`src/rtl/ple_pkg.sv`:
```
// Shared types for the pooled linked list engine: opcodes, result codes,
// and the command and status groups between controller and datapath.
// No dependencies.
package ple_pkg;

  typedef enum logic [1:0] {
    OP_INSERT = 2'd0,
    OP_DELETE = 2'd1,
    OP_LIST   = 2'd2
  } op_t;

  typedef enum logic [1:0] {
    STS_OK        = 2'd0,
    STS_FULL      = 2'd1,
    STS_NOT_FOUND = 2'd2,
    STS_EMPTY     = 2'd3
  } status_t;

  // read address source
  typedef enum logic [1:0] {
    RD_FREE = 2'd0,
    RD_HEAD = 2'd1,
    RD_LINK = 2'd2
  } rd_sel_t;

  // link write: which entry gets which link
  typedef enum logic [1:0] {
    LW_NIL_AT_FRESH = 2'd0,
    LW_FRESH_AT_CUR = 2'd1,
    LW_NEXT_AT_PREV = 2'd2,
    LW_FREE_AT_CUR  = 2'd3
  } lw_sel_t;

  typedef enum logic {
    HD_FRESH = 1'b0,
    HD_NEXT  = 1'b1
  } head_sel_t;

  typedef struct packed {
    logic      load_op;
    logic      rd_en;
    rd_sel_t   rd_sel;
    logic      alloc;
    logic      lw_en;
    lw_sel_t   lw_sel;
    logic      head_wr;
    head_sel_t head_sel;
    logic      free_push;
    logic      save_next;
    logic      out_load;
    status_t   out_status;
    logic      out_elem;
    logic      out_last;
  } cmd_t;

  typedef struct packed {
    logic free_avail;
    logic head_node;
    logic link_node;
    logic prev_node;
    logic match;
    logic step_end;
    logic out_free;
  } sts_t;

endpackage

```
`src/rtl/pooled_linked_list_engine.sv`:
```
// Pooled linked list engine, top level: stream ports around ple_ctrl and
// ple_datapath. Uses ple_pkg.
//
// Keeps a singly linked list of signed 32-bit values in a pool of NODE_COUNT
// nodes; unused nodes sit on a free list. Each item carries an opcode in
// in_tuser and a value in in_tdata. Insert appends at the tail (status full
// when the pool is exhausted), delete unlinks the first node holding the
// value (status not found otherwise), list streams every value from the head
// with tlast on the final one, or one "empty" result. Insert and delete give
// one result each; opcode 3 is taken and ignored. One item is worked at a
// time: in_tready is high only while the controller is idle, but a finished
// result may still be waiting in the output register. Walks go through the
// link/value memory with its registered read, one node per cycle; a list
// walk holds while a result waits in the output register. No clearing
// pass after reset: per-entry valid flops supply the initial free chain.
module pooled_linked_list_engine import ple_pkg::*; #(
  parameter int NODE_COUNT = 32
) (
  input  logic        clk,
  input  logic        rst_n,
  // input channel
  input  logic        in_tvalid,
  output logic        in_tready,
  input  logic [31:0] in_tdata,   // [31:0] operand_value (signed)
  input  logic [1:0]  in_tuser,   // [1:0] opcode
  // result channel
  output logic        out_tvalid,
  input  logic        out_tready,
  output logic [39:0] out_tdata,  // [1:0] status, [33:2] element_value, [39:34] zero
  output logic        out_tlast
);

  localparam int OUT_USED_W = 34;
  localparam int OUT_PAD_W  = 40 - OUT_USED_W;

  cmd_t        cmd;
  sts_t        sts;
  status_t     out_status;
  logic [31:0] out_element;

  ple_ctrl u_ctrl (
    .clk       (clk),
    .rst_n     (rst_n),
    .in_valid  (in_tvalid),
    .in_opcode (in_tuser),
    .in_ready  (in_tready),
    .sts       (sts),
    .cmd       (cmd)
  );

  ple_datapath #(
    .NODE_COUNT (NODE_COUNT)
  ) u_datapath (
    .clk           (clk),
    .rst_n         (rst_n),
    .operand_value (in_tdata),
    .cmd           (cmd),
    .sts           (sts),
    .out_ready     (out_tready),
    .out_valid     (out_tvalid),
    .out_status    (out_status),
    .out_element   (out_element),
    .out_last      (out_tlast)
  );

  // result packing, status in the low bits
  assign out_tdata = {{OUT_PAD_W{1'b0}}, out_element, out_status};

endmodule

```
`src/rtl/ple_datapath.sv`:
```
// Node pool datapath: link and value memories, head pointers, walk registers
// and the result register. Driven by ple_ctrl through cmd_t; uses ple_pkg.
module ple_datapath import ple_pkg::*; #(
  parameter int NODE_COUNT = 32
) (
  input  logic        clk,
  input  logic        rst_n,
  input  logic [31:0] operand_value,
  input  cmd_t        cmd,
  output sts_t        sts,
  input  logic        out_ready,
  output logic        out_valid,
  output status_t     out_status,
  output logic [31:0] out_element,
  output logic        out_last
);

  localparam int ADDR_W = (NODE_COUNT > 1) ? $clog2(NODE_COUNT) : 1;
  localparam int LINK_W = $clog2(NODE_COUNT + 1);
  localparam logic [LINK_W-1:0] NIL       = LINK_W'(NODE_COUNT);
  localparam logic [ADDR_W-1:0] STEP_LAST = ADDR_W'(NODE_COUNT - 1);

  logic [LINK_W-1:0] link_mem [NODE_COUNT];
  logic [31:0]       val_mem  [NODE_COUNT];
  logic [NODE_COUNT-1:0] link_vld_r;

  logic [LINK_W-1:0] link_rd_r;
  logic              vld_rd_r;
  logic [ADDR_W-1:0] raddr_r;
  logic [31:0]       val_rd_r;

  logic [LINK_W-1:0] list_head_r, free_head_r, cur_r, prev_r, fresh_r, next_r;
  logic [ADDR_W-1:0] steps_r;
  logic [31:0]       value_r;

  logic              out_valid_r;
  status_t           out_status_r;
  logic [31:0]       out_elem_r;
  logic              out_last_r;

  logic [LINK_W-1:0] link_q;
  logic [LINK_W-1:0] rd_addr;
  logic [LINK_W-1:0] lw_addr;
  logic [LINK_W-1:0] lw_data;

  // entries never written read as their initial link i+1
  assign link_q = vld_rd_r ? link_rd_r : (LINK_W'(raddr_r) + LINK_W'(1));

  always_comb begin
    case (cmd.rd_sel)
      RD_FREE: rd_addr = free_head_r;
      RD_HEAD: rd_addr = list_head_r;
      RD_LINK: rd_addr = link_q;
      default: rd_addr = list_head_r;
    endcase
  end

  always_comb begin
    case (cmd.lw_sel)
      LW_NIL_AT_FRESH: begin lw_addr = fresh_r; lw_data = NIL;         end
      LW_FRESH_AT_CUR: begin lw_addr = cur_r;   lw_data = fresh_r;     end
      LW_NEXT_AT_PREV: begin lw_addr = prev_r;  lw_data = next_r;      end
      LW_FREE_AT_CUR:  begin lw_addr = cur_r;   lw_data = free_head_r; end
      default:         begin lw_addr = cur_r;   lw_data = NIL;         end
    endcase
  end

  // memories, registered read
  always_ff @(posedge clk) begin
    if (cmd.lw_en) begin
      link_mem[lw_addr[ADDR_W-1:0]] <= lw_data;
    end
    if (cmd.alloc) begin
      val_mem[fresh_r[ADDR_W-1:0]] <= value_r;
    end
    if (cmd.rd_en) begin
      link_rd_r <= link_mem[rd_addr[ADDR_W-1:0]];
      val_rd_r  <= val_mem[rd_addr[ADDR_W-1:0]];
      vld_rd_r  <= link_vld_r[rd_addr[ADDR_W-1:0]];
      raddr_r   <= rd_addr[ADDR_W-1:0];
    end
  end

  always_ff @(posedge clk) begin
    if (!rst_n) begin
      link_vld_r <= '0;
    end else if (cmd.lw_en) begin
      link_vld_r[lw_addr[ADDR_W-1:0]] <= 1'b1;
    end
  end

  // pointers
  always_ff @(posedge clk) begin
    if (!rst_n) begin
      list_head_r <= NIL;
      free_head_r <= '0;
    end else begin
      if (cmd.head_wr) begin
        list_head_r <= (cmd.head_sel == HD_FRESH) ? fresh_r : next_r;
      end
      if (cmd.alloc) begin
        free_head_r <= link_q;
      end else if (cmd.free_push) begin
        free_head_r <= cur_r;
      end
    end
  end

  // walk registers
  always_ff @(posedge clk) begin
    if (cmd.load_op) begin
      value_r <= operand_value;
      fresh_r <= free_head_r;
    end
    if (cmd.rd_en) begin
      cur_r   <= rd_addr;
      prev_r  <= (cmd.rd_sel == RD_LINK) ? cur_r : NIL;
      steps_r <= (cmd.rd_sel == RD_LINK) ? steps_r + ADDR_W'(1) : '0;
    end
    if (cmd.save_next) begin
      next_r <= link_q;
    end
  end

  // result register
  always_ff @(posedge clk) begin
    if (!rst_n) begin
      out_valid_r <= 1'b0;
    end else if (cmd.out_load) begin
      out_valid_r <= 1'b1;
    end else if (out_ready) begin
      out_valid_r <= 1'b0;
    end
  end

  always_ff @(posedge clk) begin
    if (cmd.out_load) begin
      out_status_r <= cmd.out_status;
      out_elem_r   <= cmd.out_elem ? val_rd_r : '0;
      out_last_r   <= cmd.out_last;
    end
  end

  assign out_valid   = out_valid_r;
  assign out_status  = out_status_r;
  assign out_element = out_elem_r;
  assign out_last    = out_last_r;

  assign sts.free_avail = (free_head_r < NIL);
  assign sts.head_node  = (list_head_r < NIL);
  assign sts.link_node  = (link_q < NIL);
  assign sts.prev_node  = (prev_r < NIL);
  assign sts.match      = (val_rd_r == value_r);
  assign sts.step_end   = (steps_r == STEP_LAST);
  assign sts.out_free   = !out_valid_r || out_ready;

`ifndef SYNTHESIS
  a_no_rw_clash: assert property (@(posedge clk) disable iff (!rst_n)
    (cmd.lw_en && cmd.rd_en) |-> (lw_addr != rd_addr))
    else $error("link write and read hit the same entry");

  a_walk_bound: assert property (@(posedge clk) disable iff (!rst_n)
    (cmd.rd_en && cmd.rd_sel == RD_LINK) |-> (steps_r != STEP_LAST))
    else $error("walk advanced past the pool size");

  a_heads_apart: assert property (@(posedge clk) disable iff (!rst_n)
    (list_head_r < NIL && free_head_r < NIL) |-> (list_head_r != free_head_r))
    else $error("list and free list share a head node");
`endif

endmodule

```
`src/rtl/ple_ctrl.sv`:
```
// Controller for the pooled linked list engine: sequences insert, delete
// and list walks over the datapath. Uses ple_pkg.
module ple_ctrl import ple_pkg::*; (
  input  logic       clk,
  input  logic       rst_n,
  input  logic       in_valid,
  input  logic [1:0] in_opcode,
  output logic       in_ready,
  input  sts_t       sts,
  output cmd_t       cmd
);

  typedef enum logic [8:0] {
    ST_IDLE      = 9'b000000001,
    ST_INS_ALLOC = 9'b000000010,
    ST_INS_WALK  = 9'b000000100,
    ST_DEL_WALK  = 9'b000001000,
    ST_DEL_FIX   = 9'b000010000,
    ST_DEL_FREE  = 9'b000100000,
    ST_LST_WALK  = 9'b001000000,
    ST_DONE      = 9'b010000000,
    ST_SPARE     = 9'b100000000
  } state_t;

  state_t  state_r, state_nxt;
  status_t status_r, status_nxt;
  logic    walk_end;

  assign walk_end = !sts.link_node || sts.step_end;
  assign in_ready = (state_r == ST_IDLE);

  always_comb begin
    state_nxt  = state_r;
    status_nxt = status_r;
    cmd        = '0;
    cmd.rd_sel = RD_HEAD;
    case (state_r)
      ST_IDLE: begin
        if (in_valid) begin
          case (op_t'(in_opcode))
            OP_INSERT: begin
              cmd.load_op = 1'b1;
              if (sts.free_avail) begin
                cmd.rd_en  = 1'b1;
                cmd.rd_sel = RD_FREE;
                state_nxt  = ST_INS_ALLOC;
              end else begin
                status_nxt = STS_FULL;
                state_nxt  = ST_DONE;
              end
            end
            OP_DELETE: begin
              cmd.load_op = 1'b1;
              if (sts.head_node) begin
                cmd.rd_en = 1'b1;
                state_nxt = ST_DEL_WALK;
              end else begin
                status_nxt = STS_NOT_FOUND;
                state_nxt  = ST_DONE;
              end
            end
            OP_LIST: begin
              if (sts.head_node) begin
                cmd.rd_en = 1'b1;
                state_nxt = ST_LST_WALK;
              end else begin
                status_nxt = STS_EMPTY;
                state_nxt  = ST_DONE;
              end
            end
            default: state_nxt = ST_IDLE;
          endcase
        end
      end
      ST_INS_ALLOC: begin
        cmd.alloc  = 1'b1;
        cmd.lw_en  = 1'b1;
        cmd.lw_sel = LW_NIL_AT_FRESH;
        if (sts.head_node) begin
          cmd.rd_en = 1'b1;
          state_nxt = ST_INS_WALK;
        end else begin
          cmd.head_wr  = 1'b1;
          cmd.head_sel = HD_FRESH;
          status_nxt   = STS_OK;
          state_nxt    = ST_DONE;
        end
      end
      ST_INS_WALK: begin
        if (walk_end) begin
          cmd.lw_en  = 1'b1;
          cmd.lw_sel = LW_FRESH_AT_CUR;
          status_nxt = STS_OK;
          state_nxt  = ST_DONE;
        end else begin
          cmd.rd_en  = 1'b1;
          cmd.rd_sel = RD_LINK;
        end
      end
      ST_DEL_WALK: begin
        if (sts.match) begin
          cmd.save_next = 1'b1;
          state_nxt     = ST_DEL_FIX;
        end else if (walk_end) begin
          status_nxt = STS_NOT_FOUND;
          state_nxt  = ST_DONE;
        end else begin
          cmd.rd_en  = 1'b1;
          cmd.rd_sel = RD_LINK;
        end
      end
      ST_DEL_FIX: begin
        if (sts.prev_node) begin
          cmd.lw_en  = 1'b1;
          cmd.lw_sel = LW_NEXT_AT_PREV;
        end else begin
          cmd.head_wr  = 1'b1;
          cmd.head_sel = HD_NEXT;
        end
        state_nxt = ST_DEL_FREE;
      end
      ST_DEL_FREE: begin
        cmd.lw_en     = 1'b1;
        cmd.lw_sel    = LW_FREE_AT_CUR;
        cmd.free_push = 1'b1;
        status_nxt    = STS_OK;
        state_nxt     = ST_DONE;
      end
      ST_LST_WALK: begin
        if (sts.out_free) begin
          cmd.out_load   = 1'b1;
          cmd.out_status = STS_OK;
          cmd.out_elem   = 1'b1;
          cmd.out_last   = walk_end;
          if (walk_end) begin
            state_nxt = ST_IDLE;
          end else begin
            cmd.rd_en  = 1'b1;
            cmd.rd_sel = RD_LINK;
          end
        end
      end
      ST_DONE: begin
        if (sts.out_free) begin
          cmd.out_load   = 1'b1;
          cmd.out_status = status_r;
          cmd.out_last   = 1'b1;
          state_nxt      = ST_IDLE;
        end
      end
      default: state_nxt = ST_IDLE;
    endcase
  end

  always_ff @(posedge clk) begin
    if (!rst_n) begin
      state_r  <= ST_IDLE;
      status_r <= STS_OK;
    end else begin
      state_r  <= state_nxt;
      status_r <= status_nxt;
    end
  end

`ifndef SYNTHESIS
  a_no_overwrite: assert property (@(posedge clk) disable iff (!rst_n)
    cmd.out_load |-> sts.out_free)
    else $error("result register loaded while a result is stalled");

  a_op_starts: assert property (@(posedge clk) disable iff (!rst_n)
    (in_valid && in_ready &&
     (in_opcode == OP_INSERT || in_opcode == OP_DELETE || in_opcode == OP_LIST))
    |=> (state_r != ST_IDLE))
    else $error("accepted operation did not start");

  a_last_ends: assert property (@(posedge clk) disable iff (!rst_n)
    (cmd.out_load && cmd.out_last) |=> (state_r == ST_IDLE))
    else $error("final result did not return the controller to idle");
`endif

endmodule
```
`config.mk`:
```
export PLATFORM = sky130hd
export DESIGN_NAME = pooled_linked_list_engine
export DESIGN_NICKNAME = d
export VERILOG_FILES = /design/src/rtl/ple_pkg.sv /design/src/rtl/pooled_linked_list_engine.sv /design/src/rtl/ple_datapath.sv /design/src/rtl/ple_ctrl.sv
export SDC_FILE = /design/constraint.sdc
export NUM_CORES = 2
export LEC_CHECK = 0
export BUFFER_PORTS_ARGS = -buffer_cell sky130_fd_sc_hd__buf_2
export CORE_MARGIN = 2
export CORE_UTILIZATION = 40
export DETAILED_ROUTE_END_ITERATION = 16
export HOLD_SLACK_MARGIN = 0.1
export PLACE_DENSITY = 0.55
export SLEW_MARGIN = 0
export SYNTH_ARGS = -nofsm -noshare
export SYNTH_HDL_FRONTEND = slang
export SYNTH_SLANG_ARGS = --single-unit
```
`constraint.sdc`:
```
create_clock -name clk -period 7.7 [get_ports clk]
set_input_delay 2.31 -clock clk [delete_from_list [all_inputs] [get_ports clk]]
set_output_delay 2.31 -clock clk [all_outputs]
set_load 0.01 [all_outputs]
```
== After elaboration in Yosys (flattened, before gate mapping) ==
Memories as Yosys holds them, arrays and structs flattened. A register that Yosys moved wholly into a read port is not among the register bits.
Index checks and enable logic that the tools add are counted.
Word-level totals
  memory bits (writable): 1216
  output and inout port bits: 43
  word-level logic and storage cells: 140
  memories kept: 2
  register bits after elaboration: 158
Operators by class
  magnitude comparators: 7
  equality and inequality tests: 28
  add/subtract/negate cells: 2
  reduce and logical (&&, ||, !) cells: 16
  bitwise logic cells: 1
  mux-type cells: 67
Memory list
  u_datapath.val_mem: depth 32, width 32, rd ports 1, clocked after Yosys merged registers in 1, write ports 1, line ple_datapath.sv:24  | logic [31:0] val_mem [NODE_COUNT];
  u_datapath.link_mem: depth 32, width 6, rd ports 1, clocked after Yosys merged registers in 1, write ports 1, line ple_datapath.sv:23  | logic [LINK_W-1:0] link_mem [NODE_COUNT];
Operators with widths (count)
  9-bit case mux with 8 select lines: 1
  9-bit two-way mux: 6
  32-bit equality test: 1
  8-bit two-way mux: 4
  32-bit bitwise OR: 1
  9-bit case mux with 3 select lines: 1
  6-bit < comparator (second input constant): 4
  6-bit two-way mux: 4
  6-bit case mux with 4 select lines: 1
  2-bit two-way mux: 11
  3-bit two-way mux: 7
  1-bit two-way mux: 17
  5-bit case mux with 3 select lines: 1
  5-bit by 6-bit < comparator with 1-bit output (second input constant): 2
  3-bit case mux with 4 select lines: 1
  6-bit case mux with 2 select lines: 1
  2-bit != test (second input constant): 5
  2-bit case mux with 5 select lines: 1
  10-bit AND reduction: 1
  9-bit by 1-bit equality test with 1-bit output (second input constant): 1
  9-bit by 2-bit equality test with 1-bit output (second input constant): 1
  9-bit by 3-bit equality test with 1-bit output (second input constant): 1
  9-bit by 4-bit equality test with 1-bit output (second input constant): 1
  9-bit by 5-bit equality test with 1-bit output (second input constant): 1
  other kinds (30): 46

== Logic depth before layout (Yosys ltp) ==
  depth in word-level cells: 15
  depth in mapped cells: 19
  depth with buffers taken out: 15

== By module ==
Synthesis repeated with hierarchy kept, for this count alone.
Second synthesis, totals
  cells, all modules: 3586
  area total of the unflattened synthesis: 56661.8 um^2
Modules (own cells, without submodules)
  ple_datapath: times used 1, cells an instance 3441, area each 55554.5 um^2
  ple_ctrl: times used 1, cells an instance 138, area each 1058.5 um^2
  pooled_linked_list_engine: times used 1, cells an instance 7, area each 48.8 um^2

== Worst setup path before layout ==
No wires, ideal clock.
  kind: input -> register
  from: in in_tuser[0]
  to: reg u_datapath.cur_r[4] (enable)
  cell stages on the path: 4
  arrival: 5.666 ns
  path slack: 1.539 ns
  path buffers: 0
  required time: 7.205 ns
  path through: ha_1 > nor2_1 > a31oi_1 > o221ai_1
RTL lines
  from (decl): line pooled_linked_list_engine.sv:25  | input logic [1:0] in_tuser,
  to (signal assigned): line ple_datapath.sv:116  | cur_r <= rd_addr;
  to (decl): line ple_datapath.sv:32  | logic [LINK_W-1:0] list_head_r, free_head_r, cur_r, prev_r, fresh_r, next_r;

== Worst setup path after layout ==
  from: reg u_datapath.value_r[17]
  to: reg u_datapath.val_rd_r[0], read port of u_datapath.val_mem, data pin
On the way
  cells in the longest elaborated chain, start to end: 5
  elaborated cells on any way between the ends: 7
  classes of those cells: 2 x eq/ne; 4 x mux; 1 x reduce/logical
Ends and longest elaborated chain
  from (decl): line ple_datapath.sv:34  | logic [31:0] value_r;
  from (signal assigned): line ple_datapath.sv:112  | value_r <= operand_value;
  32-bit equality test (*): line ple_datapath.sv:153  | assign sts.match = (val_rd_r == value_r);
  3-bit two-way mux (*): line ple_ctrl.sv:101  | if (sts.match) begin
  2-bit case mux with 4 select lines (*): line ple_ctrl.sv:37  | case (state_r)
  2-bit equality test / 2-bit zero test (equally long branches): line ple_datapath.sv:50  | case (cmd.rd_sel)
  6-bit case mux with 2 select lines (*): line ple_datapath.sv:50
  via u_datapath.rd_addr[4]: line ple_datapath.sv:42  | logic [LINK_W-1:0] rd_addr;
  to (decl): line ple_datapath.sv:30  | logic [31:0] val_rd_r;
The timed path passes the listed nets; every way through them passes the cells marked *.
A chain may end at the register's enable or synchronous reset.

==> run summary <==
Reg clk slew, reported paths = 0.06 ns
Hold WS = 0.455 ns
R2r setup slk = 1.58 ns
H-tree depth = 4
Number of synthesized flops with an enable pin = 1351
Arrival time worst endpoint = 6.72 ns
Nets@finish = 4218
Cts repair resizes = 0
Mapped Cells = 4056
Fill count = 12.1k
Worst Tran Pin Value = 1.22 ns
Dpl hpwl = 88200 um
GRT Total Usage = 23.1%
Clock root cell = clkbuf_16
Final hold vios = 0
Residual DRC count = 0
Starting Density = 40.4%
Cell total after placement = 5814
Crit path launch = u_datapath.value_r[17]
Tightest Hold Check Type = register to register
Leakage = 21.0 nW
Ratio of total power to cell area = 249 mW/mm2
Worst Clk Skew = 0.0299 ns
PnR Total Power = 0.0157 W
Flops & latches, synth = 1407
Synth warn = 0
Largest net degree at the start of global routing = 154
Overflow after GRT = 0
Top_reg_cell synth = edfxtp_1
Final Max Slew Viols = 0
Die H = 376 um
CTS Buffer Depth = 3
Peak VDD IR = 0.245 mV
Final Util = 45.9%
Setup CP Type = register to register
Asr flop ratio synth = 0%
Clock sink count = 1407
CTS tree = built
Worst r2r path cells = 13
CP endpoint = u_datapath.val_rd_r[0]
Max cap viols = 0
CP Cell Sequence = xnor2_1, nand4_1, nor4_2, nand3_1, and3_1, nand2_1, o211ai_2, inv_2, or3_2, buf_4, o22ai_1, or3_1, nor4_1
IO Count = 81
Final RePlAce weighted congestion = 0.835
RSZ-0062 raised after global routing = false
Capturing point of the worst reg2reg path = u_datapath.val_rd_r[0]
Die area = 0.142 mm2
Chip width = 376 um
Outcome = complete, no violations
Via/cell ratio = 5.63
Distinct cells, synth = 65
Core ar. = 0.137 mm2
Setup TNS = 0 ns
Worst path max stage delay = 0.92 ns
Critical Path RT = 8.30 ns
Area growth syn-to-layout = 13.7%
Detailed Routing Iterations Pass 1 = 8
Initial antenna violation count = 7
Period minus WS final = 6.12 ns
Initial DRC count = 4517
Sequential-to-total area share from yosys stat = 75.1%
RR Startpoint = u_datapath.value_r[17]
Highest-count cells in the layout ignoring fill and taps = edfxtp_1, nand2_1, nor2_1
Post-CTS setup buffer count = 0
Port bufs = 74
Antenna-violating nets left = 0
F_max = 163 MHz
CP Capture Type = register
Setup Viol. Count Final = 0
Mean Syn Cell Area = 13.7 um2
Tcrit/Tclk final = 79.5%
Syn Std Cell Area = 0.0555 mm2
Fin cells = 6089
Worst skew pair latency = 0.80 ns
Slew margin rel. = 18.4%
Vias in the first global route = 32.2k
Most common cell after layout, fill and taps aside = edfxtp_1
CP max-delay cell = nor4_2
Setup crit start kind = register
WL/cell = 26.9 um
First-pass GRT wire length = 235000 um
Std cell rows = 136
Crit Path Max Fanout = 33
Num CTS Buffers = 151
Via count = 34.3k
CTS hold repair buffers = 0
Layout cells sized above 1 = 11.2%
Post-Route WL = 164000 um
-- Yosys cell counts, drive strengths merged, types with 44 or more instances --
| master | count | share of area [%] |
|---|---|---|
| a211oi | 155 | 2.1 |
| and2 | 195 | 2.2 |
| buf | 126 | 1.3 |
| clkbuf | 107 | 0.72 |
| dfxtp | 56 | 2.0 |
| edfxtp | 1351 | 73 |
| nand2 | 606 | 4.1 |
| nand3 | 300 | 2.7 |
| nand4 | 50 | 0.56 |
| nor2 | 575 | 3.9 |
| nor4 | 44 | 0.83 |
| o22ai | 78 | 0.88 |
| or3 | 85 | 0.96 |
-- critical path: cells and delay by family, from the launching register on --
kind	cells	cell delay (ns)
buf+inv	2	0.78
simple gates	8	3.34
xor+xnor	1	0.57
compound gates	2	0.37
flops	1	0.81
-- final cells by class --
class,count,area [um2],share of cell area (%)
Sequential cell,1407,41700,66.1
Timing Repair Buffer,191,1420,2.26
Clock buffer,213,4130,6.54
Multi-Input combinational cell,2410,13000,20.6
Antenna cell,2,5.00,0.00793
Inverter,12,66.3,0.105
Tap cell,1794,2240,3.56
Clock inverter,60,532,0.843
-- how the worst min path moves through the flow --
| stage | start | end | slack (ns) | cells past startpoint |
|---|---|---|---|---|
| 3_5_place_dp | u_datapath.link_vld_r[8] | u_datapath.link_vld_r[8] | 0.45 | 1 |
| 3_3_place_gp | u_datapath.link_vld_r[21] | u_datapath.link_vld_r[21] | 0.44 | 1 |
| 5_1_grt | u_datapath.link_vld_r[8] | u_datapath.link_vld_r[8] | 0.47 | 1 |
| 6_report | u_datapath.link_vld_r[8] | u_datapath.link_vld_r[8] | 0.46 | 1 |
| 2_1_floorplan | u_datapath.link_vld_r[20] | u_datapath.link_vld_r[20] | 0.43 | 1 |
| 4_1_cts | u_datapath.link_vld_r[8] | u_datapath.link_vld_r[8] | 0.46 | 1 |
-- cell families (layout without fill, tap and decap cells) --
group,Yosys count,after routing,synth area share [%]
AND/OR/NAND/NOR,1917,1917,16.0
flip-flops,1407,1407,75.1
AO/OA/AOI/OAI,396,396,5.12
buffers and inverters,245,476,2.15
multiplexers,44,44,0.796
XOR/XNOR,39,39,0.616
adder cells (fa/ha/maj),7,7,0.158
other,1,9,0.00676
-- flip-flops by register name (all words and copies together) (netlist names), 9 cells and up --
| name | flops |
|---|---|
| u_datapath.link_mem | 192 |
| u_datapath.out_element | 32 |
| u_ctrl.state_r | 9 |
| u_datapath.val_mem | 1024 |
| u_datapath.link_vld_r | 32 |
| u_datapath.val_rd_r | 32 |
| u_datapath.value_r | 32 |
-- through the flow --
step	worst slack [ns]	instance area, um2
after floorplan	1.54	55500
final	1.58	63100
after global routing	1.03	63100
after CTS	1.59	63100
after global placement	1.41	58400
after detailed placement	1.29	58400
-- report_power, final --
part	internal [W]	leakage (nW)	switching, W
Clock	0.00390	2.26	0.00302
Sequential	0.00834	13.0	0.0000206
Combinational	0.000141	5.73	0.000326
Total	0.0124	21.0	0.00337
-- metal layers --
metal / share of wire (%) / GRT usage, % / vias to the layer above
li1: - / - / 15100
met1: 44 / 33.9 / 17400
met2: 45 / 34.9 / 1473
met3: 8.3 / 4.37 / 262
met4: 2.4 / 6.46 / 0
met5: 0 / 0 / -
Note: power is estimated with default switching activity, not from simulation.
